### src/hdl/kct_fifo.sv
// kct_fifo: small first-in first-out queue of flat words.
// Used for the request queue and the result queue; no package dependency.
module kct_fifo #(
  parameter int W     = 8,
  parameter int DEPTH = 2
) (
  input  logic         clk_i,
  input  logic         rst_ni,
  input  logic         push_i,
  input  logic [W-1:0] data_i,
  output logic         full_o,
  input  logic         pop_i,
  output logic [W-1:0] data_o,
  output logic         empty_o
);

  localparam int PW = (DEPTH > 1) ? $clog2(DEPTH) : 1;
  localparam int CW = $clog2(DEPTH + 1);

  logic [W-1:0]  mem_q [DEPTH];
  logic [PW-1:0] wr_ptr_q, wr_ptr_d, rd_ptr_q, rd_ptr_d;
  logic [CW-1:0] cnt_q, cnt_d;
  logic          do_push, do_pop;

  assign full_o  = (cnt_q == CW'(DEPTH));
  assign empty_o = (cnt_q == '0);
  assign do_push = push_i && !full_o;
  assign do_pop  = pop_i && !empty_o;
  assign data_o  = mem_q[rd_ptr_q];

  always_comb begin
    wr_ptr_d = wr_ptr_q;
    rd_ptr_d = rd_ptr_q;
    cnt_d    = cnt_q;
    if (do_push) begin
      wr_ptr_d = (wr_ptr_q == PW'(DEPTH - 1)) ? '0 : wr_ptr_q + 1'b1;
    end
    if (do_pop) begin
      rd_ptr_d = (rd_ptr_q == PW'(DEPTH - 1)) ? '0 : rd_ptr_q + 1'b1;
    end
    if (do_push && !do_pop) begin
      cnt_d = cnt_q + 1'b1;
    end else if (do_pop && !do_push) begin
      cnt_d = cnt_q - 1'b1;
    end
  end

  always_ff @(posedge clk_i or negedge rst_ni) begin
    if (!rst_ni) begin
      wr_ptr_q <= '0;
      rd_ptr_q <= '0;
      cnt_q    <= '0;
    end else begin
      wr_ptr_q <= wr_ptr_d;
      rd_ptr_q <= rd_ptr_d;
      cnt_q    <= cnt_d;
    end
  end

  always_ff @(posedge clk_i) begin
    if (do_push) begin
      mem_q[wr_ptr_q] <= data_i;
    end
  end

endmodule

### config.mk
export PLATFORM = sky130hd
export DESIGN_NAME = kct_fifo
export DESIGN_NICKNAME = d
export VERILOG_FILES = /design/src/hdl/kct_fifo.sv
export SDC_FILE = /design/constraint.sdc
export NUM_CORES = 1
export LEC_CHECK = 0
export BUFFER_PORTS_ARGS = -buffer_cell sky130_fd_sc_hd__clkbuf_2
export CAP_MARGIN = 5
export CORE_AREA = 10 10 67 69
export DETAILED_ROUTE_END_ITERATION = 10
export DIE_AREA = 0 0 77 79
export PLACE_DENSITY = 0.5
export SLEW_MARGIN = 20
export SYNTH_ARGS = -nofsm -noshare
export SYNTH_HDL_FRONTEND = slang
export SYNTH_SLANG_ARGS = --single-unit
### constraint.sdc
create_clock -name clk_i -period 1.75 [get_ports clk_i]
set_input_delay 0.0875 -clock clk_i [delete_from_list [all_inputs] [get_ports clk_i]]
set_output_delay 0.0875 -clock clk_i [all_outputs]
set_load 0.005 [all_outputs]
Word level (Yosys, flattened, before mapping)
Memories as Yosys holds them, arrays and structs flattened.
Cells that the tools add are included.
- add/subtract/negate cells: 4
- $mul: 0
- divide/modulo/power cells: 0
- magnitude comparators: 0
- equal/unequal tests: 1
- shift-type cells: 0
- multiplexer cells: 6
- bitwise gates (word level): 0
- reductions and logical operators: 10
- operators by type and width (cell ; number):
    $logic_and 1x1->1 ; 4
    $logic_not 1->1 ; 4
    $mux 1 ; 4
    $mux 2 ; 2
    $add 1x1->1 const B ; 2
    $add 2x1->2 const B ; 1
    $eq 2x2->1 const B ; 1
    $logic_not 2->1 ; 1
    $reduce_bool 2->1 ; 1
    $sub 2x1->2 const B ; 1
- register bits after elaboration: 4
- bits in latches: 0
- bits in writable memories: 16
- ROM bits: 0
- input bits: 12
- output and inout bits: 10
- memories: 1
- memories (name ; words ; bits a word ; read ports ; clocked after memory_dff ; write ports ; line ; source):
    mem_q ; 2 ; 8 ; 1 ; 0 ; 1 ; 20 ; logic [W-1:0] mem_q [DEPTH];

Logic depth before layout (Yosys ltp)
Gate-level depths: netlist of run 1.
- depth in word-level cells: 7
- mapped depth: 7
- mapped depth without buffers: 7

Least setup slack after synthesis of run 1
Ideal clock, no wire load.
- path type: reg2reg
- start point: register cnt_q[0]
- end point: memory mem_q[0][0] (enable)
- setup time: 0.370 ns
- arrival: 1.022 ns
- required time: 1.380 ns
- slack: 0.358 ns
- stages on the path, launching flop included: 4
- buffers on the path: 0
- clock period less this slack: 1.392 ns
- cell sequence: dfrtp_1 nand2b_1 nand2_2 nor2_1
- longest elaborated chain between the ends: 5
- RTL lines (what ; line ; source):
    start: declaration ; 22 ; logic [CW-1:0] cnt_q, cnt_d;
    start signal: assignment ; 56 ; cnt_q <= cnt_d;
    $eq 2x2->1 ; 25 ; assign full_o = (cnt_q == CW'(DEPTH));
    $logic_not 1->1 ; 27 ; assign do_push = push_i && !full_o;
    $logic_and 1x1->1 ; 27 ;
    $mux 1 ; 61 ; if (do_push) begin
    $mux 1 (implied by the code) ; 62 ; mem_q[wr_ptr_q] <= data_i;
    end: declaration ; 20 ;
No other way between the ends.

Final worst setup path of run 1
- start point: register rd_ptr_q
- end point: output port data_o[2]
- longest elaborated chain between the ends: 1
- RTL lines (what ; line ; source):
    start: declaration ; 21 ; logic [PW-1:0] wr_ptr_q, wr_ptr_d, rd_ptr_q, rd_ptr_d;
    start signal: assignment ; 55 ; rd_ptr_q <= rd_ptr_d;
    $mem_v2 2x8 ; -- ;
    end: declaration ; 13 ; output logic [W-1:0] data_o,
No other way between the ends.

==> results of run 1 <==
==> cell families (layout without fill, tap and decap cells) <==
kind of cell,count (synthesis),after routing
muxes,8,8
and+or+nand+nor,6,6
AOI/OAI and AO/OA,1,1
xor gates and xnor gates,5,5
adders and majority gates,1,1
DFF,20,20
buffers and inverters,3,37
==> stage by stage <==
| step | utilization [%] | instances | total power, W |
|---|---|---|---|
| CTS | 32.91 | 124 | 0.001498 |
| finish | 32.91 | 124 | 0.001454 |
| detailed placement | 29.31 | 111 | 0.001264 |
| global placement | 29.31 | 111 | 0.001256 |
| global route | 32.91 | 124 | 0.001590 |
| floorplan | - | 44 | 0.001058 |
==> critical path, stage by stage, from the launching register on <==
cell      delay, ps
dfrtp_1         610
mux2_2          380
clkbuf_2        110
==> flip-flops by register name (all words and copies together) (netlist names) <==
signal	cells
cnt_q	2
mem_q	16
rd_ptr_q	1
wr_ptr_q	1
==> per-layer routing <==
layer	track usage [%]	wire, um	up-vias	share of wire [%]
li1	-	-	224	-
met1	5.162	612	205	44
met2	7.841	671	13	48
met3	2.703	100	0	7.2
met4	2.737	0	0	0
met5	0	0	-	0
==> worst paths after layout <==
check / endpoint / cells after the start / slack [ps]
max: data_o[2] / 2 / 270
min: wr_ptr_q$_DFFE_PN0N_ / 3 / 70
max reg2reg: cnt_q[1]$_DFFE_PN0P_ / 6 / 280
min reg2reg: cnt_q[1]$_DFFE_PN0P_ / 1 / 530
max in group asynchronous: wr_ptr_q$_DFFE_PN0N_ / 2 / 1500
min in group asynchronous: rd_ptr_q$_DFFE_PN0P_ / 2 / 120
==> area by class of cell <==
cell class	count	area (sq um)	area share [%]
clock buffer	3	22.52	2.118
clock inverter	1	3.754	0.3529
inverter	2	7.507	0.7059
multi-input combinational	21	188.9	17.76
sequential	20	580.6	54.59
tap	46	57.56	5.412
timing repair buffer	31	202.7	19.06
==> power by group <==
| part | internal [W] | leakage, nW | switching [W] |
|---|---|---|---|
| Sequential | 0.000664 | 0.195 | 0.000104 |
| Combinational | 0.000265 | 0.225 | 0.000213 |
| Clock | 0.0000828 | 0.0154 | 0.000125 |
==> timing repair <==
item,in CTS,in global routing
hold buffers,9,0
hold endpoints to repair,20,0
gates resized for setup,0,0
==> synth_stat cells, drive strengths merged <==
cell type,instances
dfrtp,4
inv,2
nand2b,1
edfxtp,16
ha,1
buf,1
and3,1
nor2,3
xnor2,3
mux2,8
xor2,2
nand2,1
o21ai,1
==> reports/metrics.yaml, run 1 <==
relSlewSlack_pct: 71.98
fin_crit_ps: 1482
ant_nets: 0
yosysTopAreaCellShare_pct: 61.44
synth_cell_types: 15
synthAdderAreaFrac_pct: 1.600
fmax_mhz: 674.6
grt_overflow: 0
cts_tree: "yes"
synth_top_area_cell: "edfxtp_1"
clkTransAtPathRegs_ps: 100
drc: 0
nNetsFinal: 92
syn2layout_area_growth_pct: 36.00
hold_slack_ps: 67.40
power_per_cell_area_nw_per_um2: 1367
worst_slew_pin_slew_ps: 420.3
synth_compound_area_share_pct: 0.6400
grt.total_usage_pct: 4.938
rsz0062_at_grt: "false"
cts_setup_buffers: 0
worstSetupStartpointType: "flop"
cts_sinks: 20
fin_skew_ps: 1.690
dieArea_sq_um: 6083
min_from: "push_i"
ys_ff_latch: 20
firstDrtPassIters: 3
vias: 442
final.period_utilization_pct: 84.70
synth_fp_nets: 57
grt_max_degree: 12
grt_pass1_wl_um: 2346
crit_path_start: "rd_ptr_q$_DFFE_PN0P_"
syn_area_sq_um: 782.0
start_util_pct: 24.20
fillers: 322
final_cell_mix: "clkbuf_2, edfxtp_1, dlygate4sd3_1, mux2_1, dfrtp_1"
n_antenna_cell: 0
drt-total-wl_um: 1384
postLayoutSetupSlackWorst_ps: 267.7
dpl_cell_area_sq_um: 947.2
irDropWorstVdd_uv: 614.8
grt_antenna_before_repair: 0
cts.root.buffer_cell: "clkbuf_4"
worstPathArrival_ps: 1390
first_global_vias: 533
end_kind: "primary output"
numCtsBuffers: 3
wire_per_inst_um: 11.16
clk_latency_ps: 290
drive_gt1_share_pct: 37.18
first_iter_violations: 11
hold_path.class: "input port to flop"
coreArea_sq_um: 3232
cts_max_path_buffers: 2
hold_viol_final: 0
cts-htree-levels: 1
floorplan.die.height_um: 79
die_w_um: 77
tns_ps: 0
yosysSeqAreaShare_pct: 74.24
viasPerCell: 3.565
yosys_warnings: 0
syn-instance-count: 44
synth-xor-area-share_pct: 6.560
synth_top_family_by_area: "multiplexers"
final_common_cell: "clkbuf_2"
required_ps: 1660
design_area_sq_um: 1064
critPathKind: "flop to primary output"
syn_area_per_cell_sq_um: 17.77
gp_congestion: 0.6063
worstPathMaxFanout: 9
dp_hpwl_um: 1026
synth_top_cells_by_area: "edfxtp_1, dfrtp_1, mux2_1, mux2_2, xnor2_1"
synthSimpleGateAreaFrac_pct: 3.840
p_leak_nw: 0.4358
synthMuxAreaShare_pct: 11.52
fp-row-count: 21
maxCapViolCount: 0
r2r-start: "cnt_q[0]$_DFFE_PN0P_"
portBuffers: 21
dpl_worst_slack_ps: 297.1
ios: 22
setup_viol: 0
status: "completed"
drv_slew: 0
No activity file was read; power rests on OpenSTA's default activity.
==> run 2: changes to the inputs <==
==> constraint.sdc (replaced) <==
create_clock -name clk_i -period 1.4 [get_ports clk_i]
set_input_delay 0.07 -clock clk_i [delete_from_list [all_inputs] [get_ports clk_i]]
set_output_delay 0.07 -clock clk_i [all_outputs]
set_load 0.005 [all_outputs]
==> reports/metrics.yaml, run 2 (synthesized netlist as in run 1, its figures left out) <==
cts_max_path_buffers: 2
required_ps: 1330
rsz0062_at_grt: "true"
worst_slew_pin_slew_ps: 236.1
r2r_cells: 6
crit_slowest_cell: "dfrtp_2"
clk_latency_ps: 280
design_area_sq_um: 1144
maxCapViolCount: 0
fin_crit_ps: 1350
numCtsBuffers: 3
first_global_vias: 497
start_util_pct: 24.20
drt-total-wl_um: 1436
floorplan.die.height_um: 79
final_cell_mix: "clkbuf_2, edfxtp_1, dlygate4sd3_1, buf_4, mux2_1"
status: "completed"
firstDrtPassIters: 4
grt_max_degree: 12
cts_sinks: 20
worstPathMaxFanout: 4
end_kind: "primary output"
hold_viol_final: 0
fmax_mhz: 740.9
syn2layout_area_growth_pct: 46.24
largest_reg_flops: 16
cts_tree: "yes"
drive_gt1_share_pct: 49.41
worstPathArrival_ps: 1280
ios: 22
fp-row-count: 21
grt.total_usage_pct: 4.910
drv_slew: 0
vias: 489
first_iter_violations: 5
final_common_cell: "clkbuf_2"
reg_top3: "mem_q x16, cnt_q x2"
dpl_cell_area_sq_um: 984.7
dp_hpwl_um: 1096
cts-htree-levels: 1
slowest_delay_ps: 410
largest_register: "mem_q"
min_path_cells: 3
coreArea_sq_um: 3232
relSlewSlack_pct: 84.26
drc: 0
critPathKind: "flop to primary output"
grt_pass1_wl_um: 2332
nNetsFinal: 99
worstSetupStartpointType: "flop"
setup_viol: 0
grt_overflow: 0
hold_path.class: "input port to flop"
fin_skew_ps: 1.800
ant_nets: 0
crit_chain: "buf_2 > mux2_1 > clkbuf_2"
final.period_utilization_pct: 96.41
n_antenna_cell: 0
power_per_cell_area_nw_per_um2: 1797
p_leak_nw: 0.4894
cts.root.buffer_cell: "clkbuf_4"
fin_util_pct: 35.39
portBuffers: 21
wire_per_inst_um: 10.96
grt_antenna_before_repair: 0
dieArea_sq_um: 6083
irDropWorstVdd_uv: 754.9
clkTransAtPathRegs_ps: 100
viasPerCell: 3.733
die_w_um: 77
gp_congestion: 0.5953
run 2: cell count changes in the layout (fill, tap and decap cells not counted), sizes merged:
cell    delta
clkinv     -1
clkbuf     +1
buf        +7
run 2: final cells by class:
cell class              count  area, sq um
repair buffers             38        252.7
multi-input cells          21        207.7
well taps                  46        57.56
clock buffers               4        36.28
fillers                   325         2088
flip-flops and latches     20        581.8
inverters                   2        7.507
run 2: metrics by stage:
stage	hold WS [ps]	TNS, ps	worst slack (ps)	cells	total power (W)
floorplan	-225.6	0	7.850	44	0.001322
global placement	-115.2	0	89.79	116	0.001638
detailed placement	-116.6	0	29.63	116	0.001659
CTS	80.96	0	17.54	129	0.002000
global route	33.33	-51.88	-20.14	131	0.002209
finish	29.02	0	50.27	131	0.002055
run 2: what timing repair did:
action	in CTS	in global routing
setup endpoints to repair	8	17
hold buffers	9	0
pin swaps	0	0
setup buffers	0	2
hold endpoints to repair	20	0
resized for setup	1	4
run 2: final timing paths:
path,start,endpoint,slack (ps)
worst max-delay path,rd_ptr_q$_DFFE_PN0P_,data_o[0],50
min in group asynchronous,rst_ni,cnt_q[0]$_DFFE_PN0P_,100
worst min-delay path,pop_i,rd_ptr_q$_DFFE_PN0P_,30
worst min register to register,wr_ptr_q$_DFFE_PN0N_,wr_ptr_q$_DFFE_PN0N_,540
max in group asynchronous,rst_ni,rd_ptr_q$_DFFE_PN0P_,1160
worst max register to register,cnt_q[0]$_DFFE_PN0P_,cnt_q[1]$_DFFE_PN0P_,70
run 2: worst max-delay path, delay by kind of cell, from the launching register on:
kind / cells / cell delay [ps]
buffers and inverters: 2 / 280
flip-flops: 1 / 410
multiplexers: 1 / 310
run 2: where the power goes:
group	switching, W	internal, W	total, W
Sequential	0.0000886	0.000833	0.000922
Combinational	0.000352	0.000465	0.000817
Clock	0.000158	0.000158	0.000316
run 2: per-layer routing:
layer	routed length [um]	vias up	global-route usage [%]
met3	112	2	2.477
met5	0	-	0
met1	615	232	5.347
met2	697	13	7.926
li1	-	242	-
met4	10	0	2.190
