$ cat src/hdl/kct_pkg.sv
// kct_pkg: shared types and codes for the keyed contact table.
// Holds the request opcodes, result status codes and the transaction structs.
// No dependencies.
package kct_pkg;

  typedef enum logic [1:0] {
    OP_MERGE  = 2'd0,
    OP_INSERT = 2'd1,
    OP_REMOVE = 2'd2,
    OP_READ   = 2'd3
  } op_e;

  typedef enum logic [2:0] {
    STS_ADDED     = 3'd0,
    STS_PRESENT   = 3'd1,
    STS_FULL      = 3'd2,
    STS_REMOVED   = 3'd3,
    STS_NOT_FOUND = 3'd4,
    STS_READ      = 3'd5
  } status_e;

  // One stored contact.
  typedef struct packed {
    logic [31:0] ip;
    logic [15:0] port;
    logic [63:0] alias_high;
    logic [63:0] alias_low;
  } contact_t;

  // Classified request, front to back.
  typedef struct packed {
    op_e         op;
    contact_t    con;
    logic [3:0]  idx;
    logic        null_con;
    logic        in_range;
  } cmd_t;

  // One result transaction.
  typedef struct packed {
    status_e     status;
    logic [3:0]  slot_used;
    logic        entry_valid;
    contact_t    con;
  } res_t;

endpackage

$ cat src/hdl/kct_back.sv
// kct_back: slot store and scan sequencer that carries out queued requests.
// Depends on kct_pkg.
module kct_back #(
  parameter int SLOTS = 16
) (
  input  logic           clk_i,
  input  logic           rst_ni,
  input  kct_pkg::cmd_t  cmd_i,
  input  logic           cmd_empty_i,
  output logic           cmd_pop_o,
  output kct_pkg::res_t  res_o,
  output logic           res_push_o,
  input  logic           res_full_i
);

  localparam int IW = $clog2(SLOTS);

  typedef enum logic [4:0] {
    S_IDLE   = 5'b00001,
    S_SCAN   = 5'b00010,
    S_LAST   = 5'b00100,
    S_RDWAIT = 5'b01000,
    S_EXEC   = 5'b10000
  } state_e;

  state_e            state_q, state_d;
  kct_pkg::cmd_t     cmd_q;
  logic [IW-1:0]     cnt_q, cnt_d;
  logic              chk_vld_q;
  logic [IW-1:0]     chk_idx_q;
  logic [SLOTS-1:0]  occ_q;
  logic              match_found_q, free_found_q;
  logic [IW-1:0]     match_idx_q, free_idx_q;

  kct_pkg::contact_t mem_q [SLOTS];
  kct_pkg::contact_t rdata_q;
  logic              rd_en;
  logic [IW-1:0]     rd_addr;
  logic              wr_en;
  logic              clr_en;
  logic [IW-1:0]     rd_idx;
  logic              chk_occ, chk_hit;
  logic              take;

  assign rd_idx  = IW'(cmd_i.idx);
  assign chk_occ = occ_q[chk_idx_q];
  assign chk_hit = chk_occ && (rdata_q.ip == cmd_q.con.ip) &&
                   (rdata_q.port == cmd_q.con.port);
  assign take    = (state_q == S_IDLE) && !cmd_empty_i;
  assign cmd_pop_o = take;

  always_comb begin
    state_d = state_q;
    cnt_d   = cnt_q;
    rd_en   = 1'b0;
    rd_addr = cnt_q;
    unique case (state_q)
      S_IDLE: begin
        if (!cmd_empty_i) begin
          cnt_d = '0;
          if (cmd_i.op == kct_pkg::OP_READ) begin
            if (cmd_i.in_range) begin
              rd_en   = 1'b1;
              rd_addr = rd_idx;
              state_d = S_RDWAIT;
            end else begin
              state_d = S_EXEC;
            end
          end else if (cmd_i.op == kct_pkg::OP_MERGE && cmd_i.null_con) begin
            state_d = S_EXEC;
          end else begin
            state_d = S_SCAN;
          end
        end
      end
      S_SCAN: begin
        rd_en = 1'b1;
        cnt_d = cnt_q + 1'b1;
        if (cnt_q == IW'(SLOTS - 1)) begin
          state_d = S_LAST;
        end
      end
      S_LAST:   state_d = S_EXEC;
      S_RDWAIT: state_d = S_EXEC;
      S_EXEC: begin
        if (!res_full_i) begin
          state_d = S_IDLE;
        end
      end
      default:  state_d = S_IDLE;
    endcase
  end

  // Result and store update for the held request.
  always_comb begin
    res_o             = '0;
    res_o.status      = kct_pkg::STS_READ;
    wr_en             = 1'b0;
    clr_en            = 1'b0;
    case (cmd_q.op)
      kct_pkg::OP_MERGE, kct_pkg::OP_INSERT: begin
        if (cmd_q.op == kct_pkg::OP_MERGE && cmd_q.null_con) begin
          res_o.status = kct_pkg::STS_PRESENT;
        end else if (cmd_q.op == kct_pkg::OP_MERGE && match_found_q) begin
          res_o.status    = kct_pkg::STS_PRESENT;
          res_o.slot_used = 4'(match_idx_q);
        end else if (free_found_q) begin
          res_o.status    = kct_pkg::STS_ADDED;
          res_o.slot_used = 4'(free_idx_q);
          wr_en           = 1'b1;
        end else begin
          res_o.status = kct_pkg::STS_FULL;
        end
      end
      kct_pkg::OP_REMOVE: begin
        if (match_found_q) begin
          res_o.status    = kct_pkg::STS_REMOVED;
          res_o.slot_used = 4'(match_idx_q);
          clr_en          = 1'b1;
        end else begin
          res_o.status = kct_pkg::STS_NOT_FOUND;
        end
      end
      default: begin
        res_o.status    = kct_pkg::STS_READ;
        res_o.slot_used = cmd_q.idx;
        if (cmd_q.in_range && occ_q[IW'(cmd_q.idx)]) begin
          res_o.entry_valid = 1'b1;
          res_o.con         = rdata_q;
        end
      end
    endcase
  end

  assign res_push_o = (state_q == S_EXEC) && !res_full_i;

  always_ff @(posedge clk_i or negedge rst_ni) begin
    if (!rst_ni) begin
      state_q       <= S_IDLE;
      cnt_q         <= '0;
      chk_vld_q     <= 1'b0;
      occ_q         <= '0;
      match_found_q <= 1'b0;
      free_found_q  <= 1'b0;
    end else begin
      state_q   <= state_d;
      cnt_q     <= cnt_d;
      chk_vld_q <= (state_q == S_SCAN);
      if (take) begin
        match_found_q <= 1'b0;
        free_found_q  <= 1'b0;
      end else if (chk_vld_q) begin
        if (chk_hit && !match_found_q) begin
          match_found_q <= 1'b1;
        end
        if (!chk_occ && !free_found_q) begin
          free_found_q <= 1'b1;
        end
      end
      // Slot is valid when anything in it is nonzero.
      if (res_push_o && wr_en) begin
        occ_q[free_idx_q] <= !cmd_q.null_con;
      end else if (res_push_o && clr_en) begin
        occ_q[match_idx_q] <= 1'b0;
      end
    end
  end

  always_ff @(posedge clk_i) begin
    chk_idx_q <= cnt_q;
    if (take) begin
      cmd_q <= cmd_i;
    end
    if (chk_vld_q && chk_hit && !match_found_q) begin
      match_idx_q <= chk_idx_q;
    end
    if (chk_vld_q && !chk_occ && !free_found_q) begin
      free_idx_q <= chk_idx_q;
    end
  end

  // Slot store: one write port, one registered read port.
  always_ff @(posedge clk_i) begin
    if (res_push_o && wr_en) begin
      mem_q[free_idx_q] <= cmd_q.con;
    end
    if (rd_en) begin
      rdata_q <= mem_q[rd_addr];
    end
  end

endmodule

$ cat config.mk
export PLATFORM = sky130hd
export DESIGN_NAME = kct_back
export DESIGN_NICKNAME = d
export VERILOG_FILES = /design/src/hdl/kct_pkg.sv /design/src/hdl/kct_back.sv
export SDC_FILE = /design/constraint.sdc
export NUM_CORES = 2
export LEC_CHECK = 0
export ABC_AREA = 1
export BUFFER_PORTS_ARGS = -buffer_cell sky130_fd_sc_hd__buf_4
export CORE_MARGIN = 1.5
export CORE_UTILIZATION = 60
export DETAILED_ROUTE_END_ITERATION = 10
export HOLD_SLACK_MARGIN = 0.1
export PLACE_DENSITY = 0.78
export SLEW_MARGIN = 20
export SYNTH_ARGS = -nofsm -noshare
export SYNTH_HDL_FRONTEND = slang
export SYNTH_SLANG_ARGS = --single-unit
$ cat constraint.sdc
create_clock -name clk_i -period 22 [get_ports clk_i]
set_clock_uncertainty 0.2 [all_clocks]
set_input_delay 4.4 -clock clk_i [delete_from_list [all_inputs] [get_ports clk_i]]
set_output_delay 4.4 -clock clk_i [all_outputs]
set_load 0.1 [all_outputs]
Yosys cells after proc, flatten, opt, wreduce, memory -nomap -nowiden --
Memories as Yosys holds them, arrays and structs flattened. A register that Yosys moved wholly into a read port is not among the register bits. Cells that the tools add are included.
Storage, ports and cells: bits in registers 224, bits in writable memories 2816, output and inout bits 186, logic and storage cells 131, memories 1
Operators by class: add/subtract/negate cells 1, order comparisons 6, equal/unequal tests 14, muxes and demuxes 52, bitwise logic cells 2, reduce and logical (&&, ||, !) cells 38
Memory list:
- mem_q | words 16, width 176, rd ports 1, clocked after memory_dff 1, write ports 1, line kct_back.sv:35 | kct_pkg::contact_t mem_q [SLOTS];
Operators by type and width (number):
- $mux 177 | 2
- $eq 32x32->1 | 1
- $mux 16 | 2
- $mux 4 | 8
- $mux 5 | 6
- $mux 1 | 21
- $lt 4x5->1 const B | 4
- $pmux 5 s4 | 1
- $logic_and 1x1->1 | 18
- $and 16x16->16 | 1
- $bwmux 16 | 1
- $eq 16x16->1 | 1
- $not 16->16 | 1
- $pmux 7 s2 | 1
- $reduce_bool 2->1 | 5
- $bmux 1 s4 | 2
- $demux 1 s4 | 2
- $ge 4x1->1 const B | 2
- $pmux 4 s2 | 1
- $mux 7 | 1
- $logic_not 1->1 | 6
- $mux 3 | 2
- $ne 2x2->1 const B | 3
- $reduce_and 2->1 | 3
- 15 further kinds | 18

Logic depth before layout (Yosys ltp) --
depth in word-level cells 8, mapped depth 14, mapped depth without buffers 11

Least setup slack after synthesis --
OpenSTA, ideal clock, no wires.
path type input to output, start point input cmd_empty_i, end point output cmd_pop_o, data arrival time 13231 ps, data required time 17400 ps, setup slack 4169 ps, stages on the path 1, cell sequence nor2_1
Between the ends: word-level cells in the longest chain between the ends 2
Ends and longest elaborated chain:
- start: declaration | line kct_back.sv:9 | input logic cmd_empty_i,
- $logic_not 1->1
- $logic_and 1x1->1 | line kct_back.sv:49 | assign take = (state_q == S_IDLE) && !cmd_empty_i;
- end: declaration | line kct_back.sv:10 | output logic cmd_pop_o,
Every way passes these cells.

Worst setup path in the final report --
Same ends and word-level chain as after synthesis.

==> metrics.md <==
| Metric | Value |
|---|---|
| VDD IR max | 0.0001396 V |
| Largest net degree at the start of global routing | roughly 250 |
| Final instance area | 0.1542 mm2 |
| Die footprint | 0.2342 mm2 |
| Max Root-Sink Buffers | 4 |
| CP arrival | 5.53 ns |
| GR Layer Usage met3 | 0.05386 |
| Initial DRT Pass Iterations | 10 |
| First-pass GRT wire length | about 590,000 um |
| Via count | 98.76k |
| Fin Setup TNS | 0 ns |
| Number of global-route vias before repair | around 97k |
| Ys flop type | edfxtp_1 |
| Gr usage total | 0.3321 |
| Count of input and output buffers | 373 |
| Post-synth ARST share | 0.008706 |
| Pleak | 66.04 nW |
| DP Area | 0.1436 mm2 |
| RSZ-0062 raised after global routing | false |
| Met2 usage | 0.5462 |
| Critical Path Most Common Cell | buf_4 |
| Largest family of logic cells by synthesized area | simple AND/OR/NAND/NOR gates |
| Mux contribution to synthesized area | 0 |
| Final WL | 394,000 um |
| Max H-tree Level | 5 |
| Synth Instances | 13.11k |
| Tcrit/Tclk final | 0.4604 |
| Post-Synth Simple-Gate Area | 0.1932 |
| PwrDens | roughly 110 mW/mm2 |
| Fillers | 15.91k |
| Slew Limit Fails | 0 |
| XOR/XNOR Fraction of Synth Area | 0.0009465 |
| ANT nets after route | 0 |
| DR WL/cell | 23.84 um |
| Finished Layout Cells | 16.53k |
| Routability cong. | 0.9103 |
| Post-CTS Setup Inserts | 0 |
| Placed cells | 15.93k |
| Die H | 484.0 um |
| Max stage delay cell, worst path | nor2_4 |
| Status | finished clean |
| Layout Nets | 13.43k |
| Layout Area Growth over Synthesis | 11.10% |
| Rows | 176 |
| Post-synth top area share | 0.6889 |
| Drt drc | 0 |
| Final hold viol count | 0 |
| Vias per cell | 5.976 |
| Synth top area cells | edfxtp_1, nand3_1, inv_1 |
| Sequential share of the synthesized area | 0.6945 |
| Final hold slack | ~0.24 ns |
| Final Setup Violations | 0 |
| Syn. warnings | 0 |
| Antenna violations before repair | 9 |
| Synth area leader | edfxtp_1 |
| Max-cap violations | 0 |
| Final HPWL DP | ~200,000 um |
| Setup crit start kind | primary input |
| Reg clk slew, reported paths | 0.06 ns |
| Final min period | approximately 10 ns |
| Met1 usage | 0.4316 |
| Unique cell type count in the Yosys netlist | 38 |
| Clock sink count | 3,216 |
| First DRT Iteration DRCs | between 10k and 15k |
| CTS tree | done |
| Mapped Nets | roughly 13k |
| Worst min path class | reg -> reg |
| Post-synthesis register bit count | 3,216 |
| Avg Synthesized Cell Area | 10.59 um2 |
| Worst path cell trace | buf_4 -> nor2_4 -> buf_4 |
| WP data required | 17.40 ns |
| Worst-margin pin slew | 1.308 ns |
| Crit Path Class | in -> out |
| Initial Utilization | 0.6037 |
| Worst Setup End Kind | output port |
| Max-slew headroom | 0.1281 |
| F_max | between 90 and 100 MHz |
| Total CTS buffers | 336 |
| Clk_lat worst skew | between 0.9 and 1 ns |
| Total core area | 0.2299 mm2 |
| Die width | 484.0 um |
| Top Family by Delay on Critical Path | simple AND/OR/NAND/NOR gates |
| # IOs | 374 |
| Adder-cell area share of the yosys netlist | 0.00009015 |
| Fraction of final layout cells sized beyond drive strength 1 | 0.07463 |
| Total gr overflow | 0 |
| Post-CTS resize count | 0 |
| GR peak layer | met2 |
| Post-synthesis compound-gate area fraction | 0.003984 |
| Root Buffer | clkbuf_16 |
| CP max FO | 17 |
| Mapped Area | roughly 0.14 mm2 |
| Post-synth EDFFs | 3,184 |
| Crit path largest cell delay | ~0.55 ns |
| Buf+Inv Stages, Crit Path | 2 |
| Post-CTS Hold Fix Bufs | 0 |
[cell type report]
| type | count | area (um2) | share of cell area |
|---|---|---|---|
| Clock inverter | 179 | 1764 | 0.01144 |
| Multi-Input combinational cell | 6095 | 27700 | 0.1796 |
| Inverter | 3090 | 11670 | 0.07570 |
| Timing Repair Buffer | 504 | 4061 | 0.02634 |
| Tap cell | 3026 | 3786 | 0.02455 |
| Antenna cell | 7 | 17.52 | 0.0001136 |
| Clock buffer | 409 | 8808 | 0.05712 |
| Sequential cell | 3216 | 96390 | 0.6251 |
[metal layers]
metal / vias to the layer above / wire length (um)
met4: 0 / 20400
met2: 7528 / 187000
met1: 46910 / 137000
met3: 1357 / 49650
met5: - / 0
li1: 42960 / -
[worst paths after layout]
kind	slack, ns	start	cells past startpoint	endpoint
worst max-delay path	11.87	cmd_empty_i	3	cmd_pop_o
worst min-delay path	0.24	cnt_q[3]	0	chk_idx_q[3]
worst max register to register	15.48	state_q[3]	14	rdata_q[80]
worst min register to register	0.24	cnt_q[3]	0	chk_idx_q[3]
max in group asynchronous	18.04	rst_ni	1	occ_q[15]
min in group asynchronous	3.20	rst_ni	1	state_q[2]
[through the flow]
step,setup WS [ns],total power [mW],util
6_report,11.87,17.70,0.6708
5_1_grt,11.77,18.27,0.6707
4_1_cts,11.80,17.60,0.6704
3_5_place_dp,11.38,12.10,0.6245
3_3_place_gp,11.50,11.97,0.6245
2_1_floorplan,4.169,10.80,-
[state kept, by name (all words and copies together) (netlist names)]
name / cells
match_found_q: 1
chk_vld_q: 1
rdata_q: 176
cnt_q: 4
free_found_q: 1
cmd_q: 184
chk_idx_q: 4
occ_q: 16
match_idx_q: 4
state_q: 5
mem_q: 2816
free_idx_q: 4
[synthesized netlist by cell type (10+ instances only)]
master and instances:
clkbuf_1 315, buf_4 69, buf_2 288, nor2_1 276, o21ai_0 44, buf_1 28
dfrtp_1 27, nand4_1 17, inv_1 3087, nand3_1 3379, xnor2_1 12, or2_2 10
nand2_1 2276, edfxtp_1 3184, a21oi_1 30
[cell families (layout without fill, tap and decap cells)]
kind of cell             Yosys count  after routing
flip-flops                      3216           3216
XOR/XNOR                          15             15
adder cells (fa/ha/maj)            1              1
other                              0              7
AO/OA/AOI/OAI                     98             98
AND/OR/NAND/NOR                 5981           5981
buffers and inverters           3795           4182
[where the power goes]
part	leakage [nW]	switching [mW]	internal [mW]
Sequential	29.0	0.407	7.35
Clock	5.15	2.33	3.23
Combinational	31.9	3.24	1.14
Total	66.0	5.98	11.7
[cell usage in the layout, fill, tap and decap left out, types with 30 or more instances in the layout]
master     netlist  routed
nor2_1         276     267
bufinv_16        0      33
nand2_1       2276    2275
clkbuf_16        0     341
inv_1         3087    3079
nand3_1       3379    3377
clkinv_1         1      66
edfxtp_1      3184    3184
buf_4           69     481
clkinv_2         0      54
clkbuf_1       315      66
o21ai_0         44      44
a21oi_1         30      30
(Power assumes the default switching activity.)
